--- src/sv/fcp_pkg.sv ---
// Shared types, codes and default sizes for the flash command planner.
package fcp_pkg;

    // Default geometry (bytes); all sizes are powers of two
    localparam int unsigned PAGE_BYTES_DEF        = 256;
    localparam int unsigned SECTOR_BYTES_DEF      = 4096;
    localparam int unsigned BLOCK_BYTES_DEF       = 65536;
    localparam int unsigned SMALL_BLOCK_BYTES_DEF = 32768;
    localparam int unsigned ADDR_BITS_DEF         = 24;

    // Configuration register indexes
    localparam logic [1:0] CFG_DEVICE_SIZE  = 2'd0;
    localparam logic [1:0] CFG_BLOCK_ONLY   = 2'd1;
    localparam logic [1:0] CFG_SMALL_BLOCKS = 2'd2;

    localparam logic [24:0] DEVICE_SIZE_RST = 25'd8388608;

    // Request modes
    localparam logic [1:0] MODE_ERASE = 2'd0;
    localparam logic [1:0] MODE_WRITE = 2'd1;
    localparam logic [1:0] MODE_NEXT  = 2'd2;

    // Result status codes
    localparam logic [1:0] ST_OK    = 2'd0;
    localparam logic [1:0] ST_RANGE = 2'd1;
    localparam logic [1:0] ST_ALIGN = 2'd2;
    localparam logic [1:0] ST_IDLE  = 2'd3;

    // Command kinds
    localparam logic [2:0] KIND_NONE   = 3'd0;
    localparam logic [2:0] KIND_PROG   = 3'd1;
    localparam logic [2:0] KIND_SECTOR = 3'd2;
    localparam logic [2:0] KIND_BLOCK  = 3'd3;
    localparam logic [2:0] KIND_CHIP   = 3'd4;

    typedef struct packed {
        logic [1:0]  mode;
        logic [23:0] address;
        logic [24:0] length;
    } req_t;

    typedef struct packed {
        logic [1:0]  status;
        logic [2:0]  cmd_kind;
        logic [23:0] cmd_address;
        logic [8:0]  cmd_bytes;
        logic        last;
    } rsp_t;

    typedef struct packed {
        logic [24:0] device_size;
        logic        block_only;
        logic        small_blocks;
    } cfg_t;

    typedef struct packed {
        logic        active;
        logic        is_write;
        logic [24:0] cur_addr;
        logic [24:0] bytes_left;
    } plan_state_t;

endpackage

--- src/sv/fcp_cfg_regs.sv ---
// Configuration register bank of the flash command planner.
module fcp_cfg_regs (
    input  logic               aclk,
    input  logic               aresetn,
    input  logic               cfg_wr_en,
    input  logic [1:0]         cfg_index,
    input  logic [24:0]        cfg_wdata,
    output fcp_pkg::cfg_t      cfg
);
    import fcp_pkg::*;

    cfg_t cfg_reg, cfg_next;

    // Decode the write into the addressed register; other indexes are ignored
    always_comb begin
        cfg_next = cfg_reg;
        if (cfg_wr_en) begin
            case (cfg_index)
                CFG_DEVICE_SIZE:  cfg_next.device_size  = cfg_wdata;
                CFG_BLOCK_ONLY:   cfg_next.block_only   = cfg_wdata[0];
                CFG_SMALL_BLOCKS: cfg_next.small_blocks = cfg_wdata[0];
                default:          cfg_next = cfg_reg;
            endcase
        end
    end

    always_ff @(posedge aclk) begin
        if (!aresetn) begin
            cfg_reg.device_size  <= DEVICE_SIZE_RST;
            cfg_reg.block_only   <= 1'b0;
            cfg_reg.small_blocks <= 1'b0;
        end else begin
            cfg_reg <= cfg_next;
        end
    end

    assign cfg = cfg_reg;

endmodule

--- src/sv/fcp_step.sv ---
// Single-pass planning logic: one request in, next plan state and one result out.
module fcp_step #(
    parameter int unsigned PAGE_BYTES        = fcp_pkg::PAGE_BYTES_DEF,
    parameter int unsigned SECTOR_BYTES      = fcp_pkg::SECTOR_BYTES_DEF,
    parameter int unsigned BLOCK_BYTES       = fcp_pkg::BLOCK_BYTES_DEF,
    parameter int unsigned SMALL_BLOCK_BYTES = fcp_pkg::SMALL_BLOCK_BYTES_DEF,
    parameter int unsigned ADDR_BITS         = fcp_pkg::ADDR_BITS_DEF
) (
    input  fcp_pkg::cfg_t        cfg,
    input  fcp_pkg::plan_state_t state,
    input  fcp_pkg::req_t        req,
    output fcp_pkg::plan_state_t state_next,
    output fcp_pkg::rsp_t        rsp
);
    import fcp_pkg::*;

    // Sizes are powers of two, so modulo is a mask
    localparam logic [24:0] PAGE_SIZE   = 25'(PAGE_BYTES);
    localparam logic [24:0] PAGE_MASK   = 25'(PAGE_BYTES - 1);
    localparam logic [24:0] SECTOR_SIZE = 25'(SECTOR_BYTES);
    localparam logic [24:0] SECTOR_MASK = 25'(SECTOR_BYTES - 1);
    localparam logic [24:0] BLK_SIZE    = 25'(BLOCK_BYTES);
    localparam logic [24:0] SBLK_SIZE   = 25'(SMALL_BLOCK_BYTES);
    localparam logic [23:0] ADDR_MASK   = 24'((64'd1 << ADDR_BITS) - 64'd1);

    logic [24:0] blk_size;
    logic [24:0] blk_mask;
    logic [24:0] unit_mask;
    logic        misaligned;
    logic [25:0] end_addr;
    logic        in_range;
    logic        chip_erase;
    logic [24:0] room;
    logic [24:0] chunk;
    logic [24:0] erase_step;
    logic [24:0] step;
    logic        use_block;
    logic        done;

    // Erase geometry from the current configuration
    assign blk_size  = cfg.small_blocks ? SBLK_SIZE : BLK_SIZE;
    assign blk_mask  = blk_size - 25'd1;
    assign unit_mask = cfg.block_only ? blk_mask : SECTOR_MASK;

    // Start-request checks
    assign misaligned = ((req.length & unit_mask) != '0) ||
                        (({1'b0, req.address} & unit_mask) != '0);
    assign end_addr   = 26'(req.address) + 26'(req.length);
    assign in_range   = (req.length <= cfg.device_size) &&
                        ({1'b0, req.address} <= cfg.device_size) &&
                        (end_addr <= {1'b0, cfg.device_size});
    assign chip_erase = (req.address == '0) && (req.length == cfg.device_size);

    // Page program chunk: stop at the page boundary
    assign room  = PAGE_SIZE - (state.cur_addr & PAGE_MASK);
    assign chunk = (state.bytes_left < room) ? state.bytes_left : room;

    // Erase step: whole block when aligned and enough remains, else a sector
    assign use_block  = ((state.cur_addr & blk_mask) == '0) &&
                        (state.bytes_left >= blk_size);
    assign erase_step = use_block ? blk_size : SECTOR_SIZE;
    assign step       = state.is_write ? chunk :
                        ((erase_step > state.bytes_left) ? state.bytes_left : erase_step);
    assign done       = (step == state.bytes_left);

    always_comb begin
        state_next      = state;
        rsp.status      = ST_OK;
        rsp.cmd_kind    = KIND_NONE;
        rsp.cmd_address = '0;
        rsp.cmd_bytes   = '0;
        rsp.last        = 1'b0;
        case (req.mode)
            MODE_ERASE, MODE_WRITE: begin
                // Drop any pending request and latch the new one if it passes
                state_next.active = 1'b0;
                if ((req.mode == MODE_ERASE) && misaligned) begin
                    rsp.status = ST_ALIGN;
                    rsp.last   = 1'b1;
                end else if (!in_range) begin
                    rsp.status = ST_RANGE;
                    rsp.last   = 1'b1;
                end else begin
                    state_next.is_write = (req.mode == MODE_WRITE);
                    state_next.cur_addr = {1'b0, req.address};
                    if ((req.mode == MODE_ERASE) && chip_erase) begin
                        state_next.bytes_left = '0;
                        state_next.active     = 1'b1;
                    end else begin
                        state_next.bytes_left = req.length;
                        state_next.active     = (req.length != '0);
                    end
                    rsp.last = !state_next.active;
                end
            end
            default: begin
                // Next command (mode three behaves the same)
                if (!state.active) begin
                    rsp.status = ST_IDLE;
                end else if (!state.is_write && (state.bytes_left == '0)) begin
                    rsp.cmd_kind      = KIND_CHIP;
                    rsp.last          = 1'b1;
                    state_next.active = 1'b0;
                end else begin
                    if (state.is_write) begin
                        rsp.cmd_kind  = KIND_PROG;
                        rsp.cmd_bytes = chunk[8:0];
                    end else begin
                        rsp.cmd_kind  = use_block ? KIND_BLOCK : KIND_SECTOR;
                    end
                    rsp.cmd_address       = state.cur_addr[23:0] & ADDR_MASK;
                    rsp.last              = done;
                    state_next.cur_addr   = state.cur_addr + step;
                    state_next.bytes_left = state.bytes_left - step;
                    if (done) begin
                        state_next.active = 1'b0;
                    end
                end
            end
        endcase
    end

endmodule

--- src/sv/flash_command_planner.sv ---
// Flash command planner: splits erase and write requests into serial NOR commands.
// Each request passes through the input register and then the result register; m_valid
// rises once the result is loaded, and a result that is not taken holds back the input.
// Throughput: one request per cycle while results are taken; the plan state updates as a
// request leaves the input register, through one pass of compare, mask and add logic.
// Reset (aresetn low, synchronous): nothing pending, both stages empty, config at defaults.
module flash_command_planner #(
    parameter int unsigned PAGE_BYTES        = fcp_pkg::PAGE_BYTES_DEF,
    parameter int unsigned SECTOR_BYTES      = fcp_pkg::SECTOR_BYTES_DEF,
    parameter int unsigned BLOCK_BYTES       = fcp_pkg::BLOCK_BYTES_DEF,
    parameter int unsigned SMALL_BLOCK_BYTES = fcp_pkg::SMALL_BLOCK_BYTES_DEF,
    parameter int unsigned ADDR_BITS         = fcp_pkg::ADDR_BITS_DEF
) (
    input  logic           aclk,
    input  logic           aresetn,
    input  logic           cfg_wr_en,
    input  logic [1:0]     cfg_index,
    input  logic [24:0]    cfg_wdata,
    input  logic           s_valid,
    output logic           s_ready,
    input  fcp_pkg::req_t  s_data,
    output logic           m_valid,
    input  logic           m_ready,
    output fcp_pkg::rsp_t  m_data
);
    import fcp_pkg::*;

    cfg_t        cfg;
    req_t        req_reg;
    logic        req_valid_reg;
    rsp_t        rsp_reg, rsp_next;
    logic        rsp_valid_reg;
    plan_state_t state_reg, state_next;
    logic        advance;

    fcp_cfg_regs u_cfg (
        .aclk      (aclk),
        .aresetn   (aresetn),
        .cfg_wr_en (cfg_wr_en),
        .cfg_index (cfg_index),
        .cfg_wdata (cfg_wdata),
        .cfg       (cfg)
    );

    fcp_step #(
        .PAGE_BYTES        (PAGE_BYTES),
        .SECTOR_BYTES      (SECTOR_BYTES),
        .BLOCK_BYTES       (BLOCK_BYTES),
        .SMALL_BLOCK_BYTES (SMALL_BLOCK_BYTES),
        .ADDR_BITS         (ADDR_BITS)
    ) u_step (
        .cfg        (cfg),
        .state      (state_reg),
        .req        (req_reg),
        .state_next (state_next),
        .rsp        (rsp_next)
    );

    // Move a request forward when the result register is free or being drained
    assign advance = req_valid_reg && (!rsp_valid_reg || m_ready);
    assign s_ready = !req_valid_reg || advance;

    // Input register
    always_ff @(posedge aclk) begin
        if (!aresetn) begin
            req_valid_reg <= 1'b0;
        end else if (s_ready) begin
            req_valid_reg <= s_valid;
        end
    end

    always_ff @(posedge aclk) begin
        if (s_valid && s_ready) begin
            req_reg <= s_data;
        end
    end

    // Plan state: advance once per request
    always_ff @(posedge aclk) begin
        if (!aresetn) begin
            state_reg <= '0;
        end else if (advance) begin
            state_reg <= state_next;
        end
    end

    // Result register
    always_ff @(posedge aclk) begin
        if (!aresetn) begin
            rsp_valid_reg <= 1'b0;
        end else if (advance) begin
            rsp_valid_reg <= 1'b1;
        end else if (m_ready) begin
            rsp_valid_reg <= 1'b0;
        end
    end

    always_ff @(posedge aclk) begin
        if (advance) begin
            rsp_reg <= rsp_next;
        end
    end

    assign m_valid = rsp_valid_reg;
    assign m_data  = rsp_reg;

    // A pending write always has bytes left to program
    a_write_has_bytes: assert property (@(posedge aclk) disable iff (!aresetn)
        state_reg.active && state_reg.is_write |-> state_reg.bytes_left != '0)
        else $error("pending write with no bytes left");

    // Rejected requests always end the request
    a_error_is_last: assert property (@(posedge aclk) disable iff (!aresetn)
        m_valid && (m_data.status == ST_RANGE || m_data.status == ST_ALIGN)
        |-> m_data.last && m_data.cmd_kind == KIND_NONE)
        else $error("error result not marked last or carries a command");

    // Only page programs carry a byte count
    a_bytes_only_prog: assert property (@(posedge aclk) disable iff (!aresetn)
        m_valid && m_data.cmd_kind != KIND_PROG |-> m_data.cmd_bytes == '0)
        else $error("byte count on a non-program command");

    // A result that clears the pending state while planning must be flagged last
    a_done_clears_active: assert property (@(posedge aclk) disable iff (!aresetn)
        advance && state_reg.active && req_reg.mode != MODE_ERASE &&
        req_reg.mode != MODE_WRITE && !state_next.active |-> rsp_next.last)
        else $error("request finished without last");

endmodule
--- config.mk ---
export PLATFORM = sky130hd
export DESIGN_NAME = flash_command_planner
export DESIGN_NICKNAME = d
export VERILOG_FILES = /design/src/sv/fcp_pkg.sv /design/src/sv/fcp_cfg_regs.sv /design/src/sv/fcp_step.sv /design/src/sv/flash_command_planner.sv
export SDC_FILE = /design/constraint.sdc
export NUM_CORES = 1
export LEC_CHECK = 0
export BUFFER_PORTS_ARGS = -buffer_cell sky130_fd_sc_hd__buf_2
export CORE_MARGIN = 8
export CORE_UTILIZATION = 35
export CTS_BUF_LIST = sky130_fd_sc_hd__clkbuf_8 sky130_fd_sc_hd__clkbuf_16
export DETAILED_ROUTE_END_ITERATION = 7
export SLEW_MARGIN = 20
export SYNTH_ARGS = -nofsm -noshare
export SYNTH_HDL_FRONTEND = slang
export SYNTH_HIERARCHICAL = 1
export SYNTH_SLANG_ARGS = --single-unit
--- constraint.sdc ---
create_clock -name aclk -period 5.69 [get_ports aclk]
set_input_delay 0.569 -clock aclk [delete_from_list [all_inputs] [get_ports aclk]]
set_output_delay 0.569 -clock aclk [all_outputs]
set_load 0.05 [all_outputs]
---- Yosys cells after proc, flatten, opt, wreduce, memory -nomap -nowiden ----
Index checks and enable logic that the tools add are counted.
word-level totals
  register bits ........................... 171
  bits in latches ......................... 0
  memory bits (writable) .................. 0
  bits in read-only memories .............. 0
  bits of input ports ..................... 83
  output and inout port bits .............. 41
  logic and storage cells ................. 114
  memories ................................ 0
cells by class
  $add $sub $neg .......................... 5
  multipliers ............................. 0
  div/mod/pow operators ................... 0
  order comparisons ....................... 6
  equality and inequality tests ........... 8
  shift operators ......................... 0
  mux-type cells .......................... 34
  bitwise operators ....................... 6
  reduce and logical (&&, ||, !) cells .... 36
operators by type and width
  operator                                                              number
  25-bit two-way mux                                                    6
  50-bit two-way mux                                                    3
  52-bit two-way mux                                                    2
  25-bit nonzero test                                                   3
  25-bit bitwise AND                                                    2
  25-bit == test                                                        2
  25-bit zero test                                                      2
  24-bit by 25-bit adder with 26-bit output                             1
  26-bit by 25-bit <= comparator with 1-bit output                      1
  25-bit adder                                                          1
  24-bit by 25-bit bitwise AND with 25-bit output                       1
  25-bit greater-or-equal comparator                                    1
  25-bit greater-than comparator                                        1
  24-bit by 25-bit <= comparator with 1-bit output                      1
  25-bit <= comparator                                                  1
  25-bit < comparator                                                   1
  25-bit by 1-bit subtractor with 25-bit output, second input constant  1
  25-bit subtractor                                                     1
  24-bit zero test                                                      1
  1-bit two-way mux                                                     17
  17-bit two-way mux                                                    1
  5-bit OR reduction                                                    2
  9-bit by 8-bit subtractor with 10-bit output, first input constant    1
  1-bit logical AND                                                     9
  17 further kinds                                                      33

---- Logic depth before layout (Yosys ltp) ----
Gate-level depths: netlist of the first run.
  word-level depth ........................ 14
  mapped depth ............................ 29
  depth with buffers taken out ............ 29

---- Cells and area by module ----
Netlist of the first run, hierarchy kept.
by module, submodules not included
  module                 times used  cells each  area an instance (um^2)  seq. area each (um^2)
  fcp_step               1           1123        7893.8                   0.0
  flash_command_planner  1           325         4926.0                   3783.6
  fcp_cfg_regs           1           118         1116.1                   540.5

---- Worst setup path before layout of the first run ----
Ideal clock, no wire load.
  path type ............................... reg2reg
  from .................................... reg state_reg[27] (netlist bit)
  to ...................................... reg state_reg[23] (netlist bit)
  setup time .............................. 118 ps
  arrival ................................. 5205 ps
  data required time ...................... 5572 ps
  path slack .............................. 367 ps
  cell stages (with the launch flop) ...... 28
  buffers on the path ..................... 1
  period minus slack after synthesis ...... 5323 ps
  path through ............................ dfxtp_1 > nor4_1 > nand2_1 > nor3_1 > nand3_1 > nor2_1 > ha_1 > nand2_1 > nor3_1 > nand2_1 > nor2_1 > nor3_1 > inv_1 > mux2i_1 > buf_2 > a22oi_1 > ha_1 > a21o_1 > a21o_1 > a21oi_1 > o31a_1 > nor3_1 > o31ai_1 > mux2i_1 > a21oi_1 > a221o_1 > nand2_1 > mux2i_1
RTL lines
  what                      RTL line                     RTL
  start: declaration        flash_command_planner.sv:33  plan_state_t state_reg, state_next;
  start signal: assignment  flash_command_planner.sv:83  state_reg <= state_next;

==> impl_results.html, run 1 <==
<table>
<tr><th>Metric</th><th>Value</th></tr>
<tr><th colspan="2">Worst setup path</th></tr>
<tr><td>Kind of start point of the critical path</td><td>flop</td></tr>
<tr><td>Reg2Reg Depth</td><td>27</td></tr>
<tr><td>Setup Crit Path Kind</td><td>flop to flop</td></tr>
<tr><td>Required time worst endpoint</td><td>6.01 ns</td></tr>
<tr><td>Source of the worst register-to-register timing path</td><td>state_reg[17]</td></tr>
<tr><td>Largest fanout of any net on the critical path</td><td>11</td></tr>
<tr><td>Crit path DAT</td><td>5.81 ns</td></tr>
<tr><td>Endpoint of the worst-slack reg-to-reg timing path</td><td>state_reg[47]</td></tr>
<tr><td>Crit path capture type</td><td>flop</td></tr>
<tr><td>Worst R2R Setup Slack</td><td>0.20 ns</td></tr>
<tr><th colspan="2">Worst hold path</th></tr>
<tr><td>Class of the worst hold path</td><td>input pin to flop</td></tr>
<tr><td>Hold-critical path depth</td><td>1</td></tr>
<tr><td>Hold wc startpoint</td><td>s_data[43]</td></tr>
<tr><td>Endpoint of the worst hold-timing path</td><td>req_reg[43]</td></tr>
<tr><th colspan="2">STA</th></tr>
<tr><td>Tmin final</td><td>5.49 ns</td></tr>
<tr><td>Max-slew violation count</td><td>0</td></tr>
<tr><td>Final setup violation count</td><td>0</td></tr>
<tr><td>Pin slew with the least headroom to its limit</td><td>0.876 ns</td></tr>
<tr><td>Period utilisation layout</td><td>0.965</td></tr>
<tr><td>Number of hold-slack violations in the final timing report</td><td>0</td></tr>
<tr><td>Worst clock skew</td><td>0.0124 ns</td></tr>
<tr><td>Relative max-transition margin</td><td>0.416</td></tr>
<tr><td>Highest clock rate</td><td>182 MHz</td></tr>
<tr><td>Worst-case hold slack</td><td>0.283 ns</td></tr>
<tr><th colspan="2">Synthesis</th></tr>
<tr><td>Synthesized netlist cell count</td><td>1557</td></tr>
<tr><td>Post-synthesis area per instance</td><td>8.91 sq um</td></tr>
<tr><td>Ys Warns</td><td>6</td></tr>
<tr><td>Cell area after synthesis</td><td>13900 sq um</td></tr>
<tr><th colspan="2">Finish</th></tr>
<tr><td># fillers</td><td>4000</td></tr>
<tr><td># diodes</td><td>0</td></tr>
<tr><td>Post-route cell area</td><td>16200 sq um</td></tr>
<tr><td>Fraction of layout cells with a size suffix above 1</td><td>0.170</td></tr>
<tr><td>Synth-to-Final Area Change</td><td>16.7%</td></tr>
<tr><td>Net count, final</td><td>1979</td></tr>
<tr><th colspan="2">Placement</th></tr>
<tr><td>Placed inst area</td><td>15300 sq um</td></tr>
<tr><td>Gp weighted congestion</td><td>0.887</td></tr>
<tr><td>Buffers on Ports</td><td>123</td></tr>
<tr><td>Detailed Place HPWL</td><td>32600 um</td></tr>
<tr><th colspan="2">Drt</th></tr>
<tr><td>Router iterations before antenna repair</td><td>5</td></tr>
<tr><td>Antenna violation net count after detailed routing</td><td>0</td></tr>
<tr><td>Via Count</td><td>12.2k</td></tr>
<tr><td>Drt initial violations</td><td>890</td></tr>
<tr><td># DRC</td><td>0</td></tr>
<tr><td>Detailed-route wire length</td><td>42700 um</td></tr>
<tr><td>Routed len/inst</td><td>18.8 um</td></tr>
<tr><td>Via-per-instance ratio</td><td>5.38</td></tr>
<tr><th colspan="2">Clocking</th></tr>
<tr><td>TritonCTS buffer count</td><td>17</td></tr>
<tr><td>TritonCTS clock tree</td><td>yes</td></tr>
<tr><td>Clk pin slew, worst setup/hold paths</td><td>0.07 ns</td></tr>
<tr><td>Total number of H-tree levels</td><td>4</td></tr>
<tr><td>Root buf cell</td><td>clkbuf_16</td></tr>
<tr><td>Clock sink count</td><td>170</td></tr>
<tr><td>Clock buffer depth</td><td>2</td></tr>
<tr><td>Number of hold buffers added after CTS</td><td>0</td></tr>
<tr><td>Clock latency at the later pin of the worst-skew pair</td><td>0.46 ns</td></tr>
<tr><th colspan="2">GRT</th></tr>
<tr><td>Pin count of the biggest net entering global routing</td><td>85</td></tr>
<tr><td>Total routing resource utilization after global routing</td><td>0.180</td></tr>
<tr><td>Remaining global-route overflow</td><td>0</td></tr>
<tr><td>Global-route wire length before repair</td><td>66700 um</td></tr>
<tr><td>Initial antenna violation count</td><td>0</td></tr>
<tr><td>Number of global-route vias before repair</td><td>12.1k</td></tr>
<tr><th colspan="2">Power</th></tr>
<tr><td>Power per cell area</td><td>236 nW/um^2</td></tr>
<tr><td>IR drop worst, VDD</td><td>0.228 mV</td></tr>
<tr><td>Leakage component of the power</td><td>0.00675 uW</td></tr>
<tr><th colspan="2">Die</th></tr>
<tr><td>Number of placement rows</td><td>73</td></tr>
<tr><td>Effective utilization at floorplan</td><td>0.352</td></tr>
<tr><td>Die footprint</td><td>46300 sq um</td></tr>
<tr><td>Height of the die</td><td>215 um</td></tr>
<tr><td>Die span in x</td><td>215 um</td></tr>
<tr><td>Number of top-level pins</td><td>124</td></tr>
<tr><td>Core ar.</td><td>39500 sq um</td></tr>
<tr><th colspan="2">Status</th></tr>
<tr><td>Result of the run</td><td>finished clean</td></tr>
<tr><th colspan="2">Flow run</th></tr>
<tr><td>Maximum capacitance violations</td><td>0</td></tr>
</table>
placed cells by master, fill, tap and decap left out, drive strengths merged, types with 19 or more instances in the layout:
cell type and n:
dfxtp 80, a21oi 110, inv 81, nand2 241
mux2i 116, buf 201, and2 31, edfxtp 90
nor3 31, a21o 43, xnor2 39, nor4 23
nand4 20, nor2 94, xor2 28, nand3 33
o21ai 51, ha 160, clkbuf 19
power breakdown:
group | switching (uW) | internal (uW)
Clock | 569 | 608
Sequential | 58.6 | 1340
Combinational | 701 | 542
worst max-delay path, cell delays in order, from the launching register on:
cell,delay (ns)
dfxtp_1,0.36
nor4_1,0.33
nand2_1,0.21
a211o_1,0.31
nand3_1,0.14
nor2_1,0.06
ha_1,0.32
nand2_1,0.08
nor3_2,0.17
a221oi_2,0.10
nor3_2,0.27
buf_4,0.20
inv_1,0.07
mux2i_4,0.17
buf_6,0.17
buf_4,0.12
and2_1,0.13
ha_1,0.28
and3_1,0.25
and2_1,0.18
a31oi_2,0.26
nor2b_1,0.13
o41ai_2,0.40
o21ai_0,0.17
o31ai_1,0.21
o22ai_1,0.10
nand2_1,0.09
mux2i_1,0.06
layer usage:
| metal | vias up | global-route usage | wire [um] | share of wire |
|---|---|---|---|---|
| met5 | - | 0 | 0 | 0 |
| met4 | 0 | 0.0465 | 735 | 0.017 |
| met3 | 39 | 0.0284 | 1890 | 0.044 |
| met2 | 300 | 0.296 | 19800 | 0.46 |
| met1 | 5816 | 0.243 | 20300 | 0.47 |
| li1 | 6053 | - | - | - |
what timing repair did:
action,CTS,global route
resized for setup,2,38
pin swaps,0,17
setup endpoints to repair,3,50
setup buffers,0,11
through the flow:
stage          std cells  setup TNS, ns   util  worst slack [ns]  power [uW]
2_1_floorplan       1569              0      -             0.368        2250
3_3_place_gp        2228              0  0.389            0.0464        2570
3_5_place_dp        2228         -0.163  0.389            -0.103        2580
4_1_cts             2260              0  0.404           0.00993        3770
5_1_grt             2271        -0.0590  0.410           -0.0284        4040
6_report            2271              0  0.410             0.198        3820
final cells by class:
cell class | count | area, sq um | share of cell area
inverter | 72 | 270 | 0.0167
clock inverter | 13 | 105 | 0.00649
sequential | 170 | 4300 | 0.266
tap | 525 | 657 | 0.0406
clock buffer | 19 | 464 | 0.0287
multi-input combinational | 1271 | 9160 | 0.566
timing repair buffer | 201 | 1230 | 0.0761
worst max path at each step:
stage	endpoint	slack (ns)	depth (start not counted)	start
after detailed placement	state_reg[24]	-0.10	27	state_reg[1]
after floorplan	state_reg[23]	0.37	27	state_reg[27]
final	state_reg[47]	0.20	27	state_reg[17]
after global routing	state_reg[4]	-0.03	24	req_reg[0]
after global placement	state_reg[23]	0.05	28	state_reg[1]
after CTS	state_reg[47]	0.01	27	state_reg[1]
No activity file was read; power rests on OpenSTA's default activity.
==> run 2: changes to the inputs <==
--- a/config.mk
+++ b/config.mk
@@ -6,6 +6,7 @@
 export NUM_CORES = 1
 export LEC_CHECK = 0
 export BUFFER_PORTS_ARGS = -buffer_cell sky130_fd_sc_hd__buf_2
+export CORE_ASPECT_RATIO = 1.5
 export CORE_MARGIN = 8
 export CORE_UTILIZATION = 35
 export CTS_BUF_LIST = sky130_fd_sc_hd__clkbuf_8 sky130_fd_sc_hd__clkbuf_16
==> impl_results.html, run 2 (synthesis results as in run 1) <==
<table>
<tr><th>Metric</th><th>Value</th></tr>
<tr><th colspan="2">GRT</th></tr>
<tr><td>Remaining global-route overflow</td><td>0 (unchanged)</td></tr>
<tr><td>Global-route wire length before repair</td><td>68100 um (was 66700 um)</td></tr>
<tr><td>Pin count of the biggest net entering global routing</td><td>92 (was 85)</td></tr>
<tr><td>Initial antenna violation count</td><td>1 (was 0)</td></tr>
<tr><td>Total routing resource utilization after global routing</td><td>0.189 (was 0.180)</td></tr>
<tr><td>Number of global-route vias before repair</td><td>12.6k (was 12.1k)</td></tr>
<tr><th colspan="2">Die</th></tr>
<tr><td>Die footprint</td><td>46400 sq um (was 46300 sq um)</td></tr>
<tr><td>Height of the die</td><td>260 um (was 215 um)</td></tr>
<tr><td>Core ar.</td><td>39200 sq um (was 39500 sq um)</td></tr>
<tr><td>Die span in x</td><td>179 um (was 215 um)</td></tr>
<tr><td>Number of top-level pins</td><td>124 (unchanged)</td></tr>
<tr><td>Number of placement rows</td><td>89 (was 73)</td></tr>
<tr><td>Effective utilization at floorplan</td><td>0.354 (was 0.352)</td></tr>
<tr><th colspan="2">Finish</th></tr>
<tr><td>Utilization after layout</td><td>0.419 (was 0.410)</td></tr>
<tr><td>Synth-to-Final Area Change</td><td>18.5% (was 16.7%)</td></tr>
<tr><td>Commonest non-fill, non-tap cell in the layout</td><td>nand2_1 (unchanged)</td></tr>
<tr><td>Fraction of layout cells with a size suffix above 1</td><td>0.186 (was 0.170)</td></tr>
<tr><td># fillers</td><td>3975 (was 4000)</td></tr>
<tr><td># diodes</td><td>0 (unchanged)</td></tr>
<tr><td>Area of the multi-input gates</td><td>9160 sq um (about the same)</td></tr>
<tr><td>Net count, final</td><td>2011 (was 1979)</td></tr>
<tr><td>Most frequent cells in the layout</td><td>241 x nand2_1, 159 x ha_1, 123 x buf_2, 113 x mux2i_1, 107 x buf_4 (was 241 x nand2_1, 158 x ha_1, 122 x buf_2, 113 x mux2i_1, 106 x a21oi_1)</td></tr>
<tr><td>FF+latch area</td><td>4310 sq um (was 4300 sq um)</td></tr>
<tr><th colspan="2">Drt</th></tr>
<tr><td>Router iterations before antenna repair</td><td>5 (unchanged)</td></tr>
<tr><td>Via Count</td><td>12.5k (was 12.2k)</td></tr>
<tr><td>Via-per-instance ratio</td><td>5.51 (was 5.38)</td></tr>
<tr><td>Routed len/inst</td><td>19.4 um (was 18.8 um)</td></tr>
<tr><td># DRC</td><td>0 (unchanged)</td></tr>
<tr><td>Antenna violation net count after detailed routing</td><td>0 (unchanged)</td></tr>
<tr><td>Detailed-route wire length</td><td>44300 um (was 42700 um)</td></tr>
<tr><td>Drt initial violations</td><td>781 (was 890)</td></tr>
<tr><th colspan="2">Clocking</th></tr>
<tr><td>Root buf cell</td><td>clkbuf_16 (unchanged)</td></tr>
<tr><td>TritonCTS clock tree</td><td>yes (unchanged)</td></tr>
<tr><td>Total number of H-tree levels</td><td>4 (unchanged)</td></tr>
<tr><td>Number of hold buffers added after CTS</td><td>0 (unchanged)</td></tr>
<tr><td>TritonCTS buffer count</td><td>17 (unchanged)</td></tr>
<tr><td>Clock latency at the later pin of the worst-skew pair</td><td>0.46 ns (about the same)</td></tr>
<tr><td>Clock buffer depth</td><td>2 (unchanged)</td></tr>
<tr><td>Clk pin slew, worst setup/hold paths</td><td>0.08 ns (was 0.07 ns)</td></tr>
<tr><td>Clock sink count</td><td>170 (unchanged)</td></tr>
<tr><th colspan="2">STA</th></tr>
<tr><td>Max-slew violation count</td><td>0 (unchanged)</td></tr>
<tr><td>Final setup violation count</td><td>0 (unchanged)</td></tr>
<tr><td>Worst clock skew</td><td>0.0133 ns (was 0.0124 ns)</td></tr>
<tr><td>Highest clock rate</td><td>184 MHz (was 182 MHz)</td></tr>
<tr><td>Number of hold-slack violations in the final timing report</td><td>0 (unchanged)</td></tr>
<tr><td>Worst-case setup margin in the final layout</td><td>0.249 ns (was 0.198 ns)</td></tr>
<tr><td>Worst-case hold slack</td><td>0.277 ns (was 0.283 ns)</td></tr>
<tr><td>Tmin final</td><td>5.44 ns (was 5.49 ns)</td></tr>
<tr><td>Relative max-transition margin</td><td>0.394 (was 0.416)</td></tr>
<tr><td>Period utilisation layout</td><td>0.956 (was 0.965)</td></tr>
<tr><td>Pin slew with the least headroom to its limit</td><td>0.909 ns (was 0.876 ns)</td></tr>
<tr><th colspan="2">Placement</th></tr>
<tr><td>Detailed Place HPWL</td><td>34400 um (was 32600 um)</td></tr>
<tr><td>Gp weighted congestion</td><td>0.920 (was 0.887)</td></tr>
<tr><td>Buffers on Ports</td><td>123 (unchanged)</td></tr>
<tr><td>Post-Place Worst Slack</td><td>0.00461 ns (was -0.103 ns)</td></tr>
<tr><th colspan="2">Worst setup path</th></tr>
<tr><td>Required time worst endpoint</td><td>6.02 ns (was 6.01 ns)</td></tr>
<tr><td>Timing startpoint of the critical path</td><td>state_reg[25] (was state_reg[17])</td></tr>
<tr><td>Kind of start point of the critical path</td><td>flop (unchanged)</td></tr>
<tr><td>Setup Crit Path Kind</td><td>flop to flop (unchanged)</td></tr>
<tr><td>Source of the worst register-to-register timing path</td><td>state_reg[25] (was state_reg[17])</td></tr>
<tr><td>Crit path capture type</td><td>flop (unchanged)</td></tr>
<tr><td>End of the critical path</td><td>state_reg[15] (was state_reg[47])</td></tr>
<tr><td>Worst R2R Setup Slack</td><td>0.25 ns (was 0.20 ns)</td></tr>
<tr><td>Reg2Reg Depth</td><td>25 (was 27)</td></tr>
<tr><td>Endpoint of the worst-slack reg-to-reg timing path</td><td>state_reg[15] (was state_reg[47])</td></tr>
<tr><td>Crit path DAT</td><td>5.77 ns (was 5.81 ns)</td></tr>
<tr><td>Largest fanout of any net on the critical path</td><td>6 (was 11)</td></tr>
<tr><th colspan="2">Power</th></tr>
<tr><td>Combinational Power Share</td><td>0.326 (was 0.325)</td></tr>
<tr><td>IR drop worst, VDD</td><td>0.193 mV (was 0.228 mV)</td></tr>
<tr><td>Internal power contribution</td><td>2530 uW (was 2490 uW)</td></tr>
<tr><td>Power per cell area</td><td>237 nW/um^2 (was 236 nW/um^2)</td></tr>
<tr><td>Switching power share of the total</td><td>0.350 (was 0.348)</td></tr>
<tr><td>Sequential share of power</td><td>0.360 (was 0.367)</td></tr>
<tr><td>Leakage component of the power</td><td>0.00692 uW (was 0.00675 uW)</td></tr>
<tr><td>Total power</td><td>3890 uW (was 3820 uW)</td></tr>
<tr><td>Psw</td><td>1360 uW (was 1330 uW)</td></tr>
<tr><td>Clock Power Share</td><td>0.313 (was 0.308)</td></tr>
<tr><th colspan="2">Worst hold path</th></tr>
<tr><td>Class of the worst hold path</td><td>input pin to flop (unchanged)</td></tr>
<tr><th colspan="2">Status</th></tr>
<tr><td>Result of the run</td><td>finished clean (unchanged)</td></tr>
<tr><th colspan="2">Flow run</th></tr>
<tr><td>Maximum capacitance violations</td><td>0 (unchanged)</td></tr>
</table>
==> run 2: layer usage <==
layer  track usage  vias to the layer above  wire, um
met2         0.343                      344     22900
met3        0.0287                      103      1780
met1         0.211                     5992     17800
met4        0.0870                        2      1800
li1              -                     6107         -
met5             0                        -        13
==> run 2: worst min path at each step <==
stage	slack, ns	startpoint	end	cells after the start
floorplan	0.43	u_cfg/cfg[10]	u_cfg/cfg[10]	2
global placement	0.44	u_cfg/cfg[19]	u_cfg/cfg[19]	2
detailed placement	0.45	u_cfg/cfg[11]	u_cfg/cfg[11]	2
CTS	0.25	s_data[17]	req_reg[17]	1
global route	0.26	s_data[24]	req_reg[24]	1
finish	0.28	s_data[17]	req_reg[17]	1
==> run 2: critical path: stages (launching register included) <==
cell	delay [ns]
dfxtp_1	0.34
inv_1	0.06
ha_1	0.30
inv_1	0.05
ha_1	0.26
a21o_1	0.16
a21o_1	0.17
a21o_1	0.17
a21o_1	0.18
a211oi_2	0.25
o2111ai_4	0.23
buf_4	0.23
mux2_4	0.31
mux2_4	0.27
ha_1	0.33
nand3_1	0.12
a21oi_2	0.23
nor3b_4	0.09
o31a_1	0.35
or2_2	0.33
o221ai_1	0.21
xnor2_1	0.16
nor2_1	0.07
a221o_1	0.29
nand2_1	0.07
mux2i_1	0.08
==> run 2: power groups by stage <==
stage,Sequential [uW],Clock [uW],Combinational [uW]
3_3_place_gp,1430,0,1180
3_5_place_dp,1430,0,1190
4_1_cts,1400,1250,1210
5_1_grt,1410,1300,1380
2_1_floorplan,1450,0,798
6_report,1400,1220,1270
==> run 2: stage by stage <==
step / cell area [sq um] / setup TNS (ns) / cells
detailed placement: 15600 / 0 / 2239
global placement: 15600 / 0 / 2239
floorplan: 13900 / 0 / 1569
finish: 16400 / 0 / 2278
CTS: 16200 / 0 / 2271
global route: 16400 / -0.0364 / 2278
==> run 2: area by class of cell <==
| cell class | instances | share of cell area |
|---|---|---|
| clock buffers | 17 | 0.0259 |
| flip-flops and latches | 170 | 0.262 |
| inverters | 72 | 0.0164 |
| clock inverters | 15 | 0.0106 |
| well taps | 500 | 0.0381 |
| multi-input cells | 1271 | 0.557 |
| repair buffers | 233 | 0.0895 |
==> run 2: timing repair <==
item / CTS / global route
pin swaps: 0 / 21
setup buffers: 0 / 6
gates resized for setup: 3 / 42
setup endpoints to repair: 4 / 52
gates cloned: 0 / 1
==> run 3: changes to the inputs <==
==> constraint.sdc (replaced) <==
create_clock -name aclk -period 5.69 [get_ports aclk]
set_input_delay 1.138 -clock aclk [delete_from_list [all_inputs] [get_ports aclk]]
set_output_delay 1.138 -clock aclk [all_outputs]
set_load 0.05 [all_outputs]
==> impl_results.html, run 3 (synthesis results as in run 1) <==
<table>
<tr><th>Metric</th><th>Value</th></tr>
<tr><th colspan="2">Drt</th></tr>
<tr><td>Router iterations before antenna repair</td><td>5 (unchanged)</td></tr>
<tr><td>Detailed-route wire length</td><td>44300 um (about the same)</td></tr>
<tr><td>Drt initial violations</td><td>731 (was 781)</td></tr>
<tr><td># DRC</td><td>0 (unchanged)</td></tr>
<tr><td>Via-per-instance ratio</td><td>5.49 (was 5.51)</td></tr>
<tr><td>Routed len/inst</td><td>19.5 um (was 19.4 um)</td></tr>
<tr><td>Antenna violation net count after detailed routing</td><td>0 (unchanged)</td></tr>
<tr><td>Via Count</td><td>12.5k (about the same)</td></tr>
<tr><th colspan="2">GRT</th></tr>
<tr><td>Number of global-route vias before repair</td><td>12.3k (was 12.6k)</td></tr>
<tr><td>Pin count of the biggest net entering global routing</td><td>79 (was 92)</td></tr>
<tr><td>Total routing resource utilization after global routing</td><td>0.187 (was 0.189)</td></tr>
<tr><td>Initial antenna violation count</td><td>1 (unchanged)</td></tr>
<tr><td>Remaining global-route overflow</td><td>0 (unchanged)</td></tr>
<tr><td>Global-route wire length before repair</td><td>67400 um (was 68100 um)</td></tr>
<tr><th colspan="2">Power</th></tr>
<tr><td>IR drop worst, VDD</td><td>0.217 mV (was 0.193 mV)</td></tr>
<tr><td>Leakage component of the power</td><td>0.00689 uW (was 0.00692 uW)</td></tr>
<tr><td>Internal power contribution</td><td>2560 uW (was 2530 uW)</td></tr>
<tr><td>Power per cell area</td><td>240 nW/um^2 (was 237 nW/um^2)</td></tr>
<tr><td>Combinational Power Share</td><td>0.320 (was 0.326)</td></tr>
<tr><td>Psw</td><td>1350 uW (was 1360 uW)</td></tr>
<tr><td>Clock Power Share</td><td>0.322 (was 0.313)</td></tr>
<tr><td>Switching power share of the total</td><td>0.344 (was 0.350)</td></tr>
<tr><td>Sequential share of power</td><td>0.358 (was 0.360)</td></tr>
<tr><th colspan="2">Die</th></tr>
<tr><td>Core ar.</td><td>39200 sq um (unchanged)</td></tr>
<tr><td>Die span in x</td><td>179 um (unchanged)</td></tr>
<tr><td>Number of top-level pins</td><td>124 (unchanged)</td></tr>
<tr><td>Height of the die</td><td>260 um (unchanged)</td></tr>
<tr><td>Effective utilization at floorplan</td><td>0.354 (unchanged)</td></tr>
<tr><td>Number of placement rows</td><td>89 (unchanged)</td></tr>
<tr><td>Die footprint</td><td>46400 sq um (unchanged)</td></tr>
<tr><th colspan="2">STA</th></tr>
<tr><td>Pin slew with the least headroom to its limit</td><td>0.972 ns (was 0.909 ns)</td></tr>
<tr><td>Number of hold-slack violations in the final timing report</td><td>0 (unchanged)</td></tr>
<tr><td>Final setup violation count</td><td>0 (unchanged)</td></tr>
<tr><td>Final-layout setup total negative slack</td><td>0 ns (unchanged)</td></tr>
<tr><td>Relative max-transition margin</td><td>0.346 (was 0.394)</td></tr>
<tr><td>Highest clock rate</td><td>184 MHz (about the same)</td></tr>
<tr><td>Max-slew violation count</td><td>0 (unchanged)</td></tr>
<tr><td>Worst clock skew</td><td>0.0103 ns (was 0.0133 ns)</td></tr>
<tr><td>Unrepaired setup endpoints after global routing</td><td>yes</td></tr>
<tr><td>Tmin final</td><td>5.44 ns (about the same)</td></tr>
<tr><td>Period utilisation layout</td><td>0.956 (about the same)</td></tr>
<tr><th colspan="2">Worst setup path</th></tr>
<tr><td>Reg2Reg Depth</td><td>30 (was 25)</td></tr>
<tr><td>Endpoint of the worst-slack reg-to-reg timing path</td><td>state_reg[47] (was state_reg[15])</td></tr>
<tr><td>CP dominant cell by count</td><td>buf_4 (was a21o_1)</td></tr>
<tr><td>Crit path capture type</td><td>flop (unchanged)</td></tr>
<tr><td>Setup Crit Path Kind</td><td>flop to flop (unchanged)</td></tr>
<tr><td>Worst R2R Setup Slack</td><td>0.25 ns (about the same)</td></tr>
<tr><td>Crit path DAT</td><td>5.76 ns (was 5.77 ns)</td></tr>
<tr><td>Source of the worst register-to-register timing path</td><td>state_reg[9] (was state_reg[25])</td></tr>
<tr><td>Timing startpoint of the critical path</td><td>state_reg[9] (was state_reg[25])</td></tr>
<tr><td>Kind of start point of the critical path</td><td>flop (unchanged)</td></tr>
<tr><td>Critical path's largest stage delay</td><td>0.38 ns (was 0.35 ns)</td></tr>
<tr><td>Required time worst endpoint</td><td>6.01 ns (was 6.02 ns)</td></tr>
<tr><td>Master of the slowest instance on the critical path</td><td>o41ai_2 (was o31a_1)</td></tr>
<tr><td>Largest fanout of any net on the critical path</td><td>4 (was 6)</td></tr>
<tr><th colspan="2">Finish</th></tr>
<tr><td>Commonest non-fill, non-tap cell in the layout</td><td>nand2_1 (unchanged)</td></tr>
<tr><td>Net count, final</td><td>2006 (was 2011)</td></tr>
<tr><td># diodes</td><td>0 (unchanged)</td></tr>
<tr><td>Synth-to-Final Area Change</td><td>17.6% (was 18.5%)</td></tr>
<tr><td>Fraction of layout cells with a size suffix above 1</td><td>0.174 (was 0.186)</td></tr>
<tr><td>Most frequent cells in the layout</td><td>241 x nand2_1, 159 x ha_1, 122 x buf_2, 116 x mux2i_1, 107 x a21oi_1 (was 241 x nand2_1, 159 x ha_1, 123 x buf_2, 113 x mux2i_1, 107 x buf_4)</td></tr>
<tr><td>Utilization after layout</td><td>0.416 (was 0.419)</td></tr>
<tr><th colspan="2">Placement</th></tr>
<tr><td>Detailed Place HPWL</td><td>34600 um (was 34400 um)</td></tr>
<tr><td>Buffers on Ports</td><td>123 (unchanged)</td></tr>
<tr><td>Gp weighted congestion</td><td>0.922 (was 0.920)</td></tr>
<tr><th colspan="2">Clocking</th></tr>
<tr><td>Clock buffer depth</td><td>2 (unchanged)</td></tr>
<tr><td>Clock latency at the later pin of the worst-skew pair</td><td>0.46 ns (about the same)</td></tr>
<tr><td>TritonCTS buffer count</td><td>17 (unchanged)</td></tr>
<tr><td>Clk pin slew, worst setup/hold paths</td><td>0.08 ns (about the same)</td></tr>
<tr><td>Clock sink count</td><td>170 (unchanged)</td></tr>
<tr><td>Total number of H-tree levels</td><td>4 (unchanged)</td></tr>
<tr><td>TritonCTS clock tree</td><td>yes (unchanged)</td></tr>
<tr><td>Root buf cell</td><td>clkbuf_16 (unchanged)</td></tr>
<tr><th colspan="2">Worst hold path</th></tr>
<tr><td>Hold-critical path depth</td><td>2 (was 1)</td></tr>
<tr><td>Hold wc startpoint</td><td>u_cfg/cfg[12] (was s_data[17])</td></tr>
<tr><td>Endpoint of the worst hold-timing path</td><td>u_cfg/cfg[12] (was req_reg[17])</td></tr>
<tr><td>Class of the worst hold path</td><td>flop to flop (was input pin to flop)</td></tr>
<tr><th colspan="2">Status</th></tr>
<tr><td>Result of the run</td><td>finished clean (unchanged)</td></tr>
<tr><th colspan="2">Flow run</th></tr>
<tr><td>Maximum capacitance violations</td><td>0 (unchanged)</td></tr>
</table>
[run 3: layout make-up]
class                   instances  area (sq um)
clock buffers                  17           425
clock inverters                15           196
fillers                      3925         22900
inverters                      72           270
multi-input cells            1271          9050
flip-flops and latches        170          4310
well taps                     500           626
repair buffers                228          1430
[run 3: worst max-delay path by stage]
stage,to,slack [ns],depth (start not counted)
6_report,state_reg[47],0.25,30
5_1_grt,state_reg[45],-0.03,32
4_1_cts,state_reg[45],0.08,29
3_5_place_dp,state_reg[48],0.15,30
3_3_place_gp,state_reg[48],0.19,29
2_1_floorplan,state_reg[23],0.37,27
[run 3: worst max-delay path: cells and delay by family (launching register included)]
| kind | cells | cell delay [ns] |
|---|---|---|
| muxes | 2 | 0.18 |
| buffers and inverters | 4 | 0.66 |
| and+or+nand+nor | 10 | 0.98 |
| DFF | 1 | 0.32 |
| adders and majority gates | 3 | 0.89 |
| AOI/OAI and AO/OA | 11 | 2.28 |
[run 3: what timing repair did]
item                       4_1_cts  5_1_grt
setup endpoints to repair        0       50
hold buffers                     0        0
gates resized for setup          0       18
setup buffers                    0        2
[run 3: power by group through the flow]
stage	clock network, uW	logic (uW)	registers, uW
detailed placement	0	1220	1430
finish	1260	1250	1400
global route	1340	1360	1400
global placement	0	1200	1430
CTS	1290	1230	1400
floorplan	0	798	1450
[run 3: stage by stage]
step | power (uW) | cells | worst slack (ns) | hold WS, ns | cell area (sq um)
after floorplan | 2250 | 1569 | 0.368 | 0.435 | 13900
after detailed placement | 2650 | 2239 | 0.150 | 0.448 | 15600
after global routing | 4110 | 2273 | -0.0349 | 0.477 | 16300
final | 3910 | 2273 | 0.248 | 0.458 | 16300
after global placement | 2630 | 2239 | 0.187 | 0.443 | 15600
after CTS | 3920 | 2271 | 0.0830 | 0.459 | 16200
[run 3: per-layer routing]
layer,wire (um),global-route usage,part of all wire,vias to the layer above
met4,1810,0.0891,0.041,2
met3,1810,0.0328,0.041,98
li1,-,-,-,6096
met1,18000,0.211,0.41,5944
met5,13,0,0.00029,-
met2,22700,0.336,0.51,337
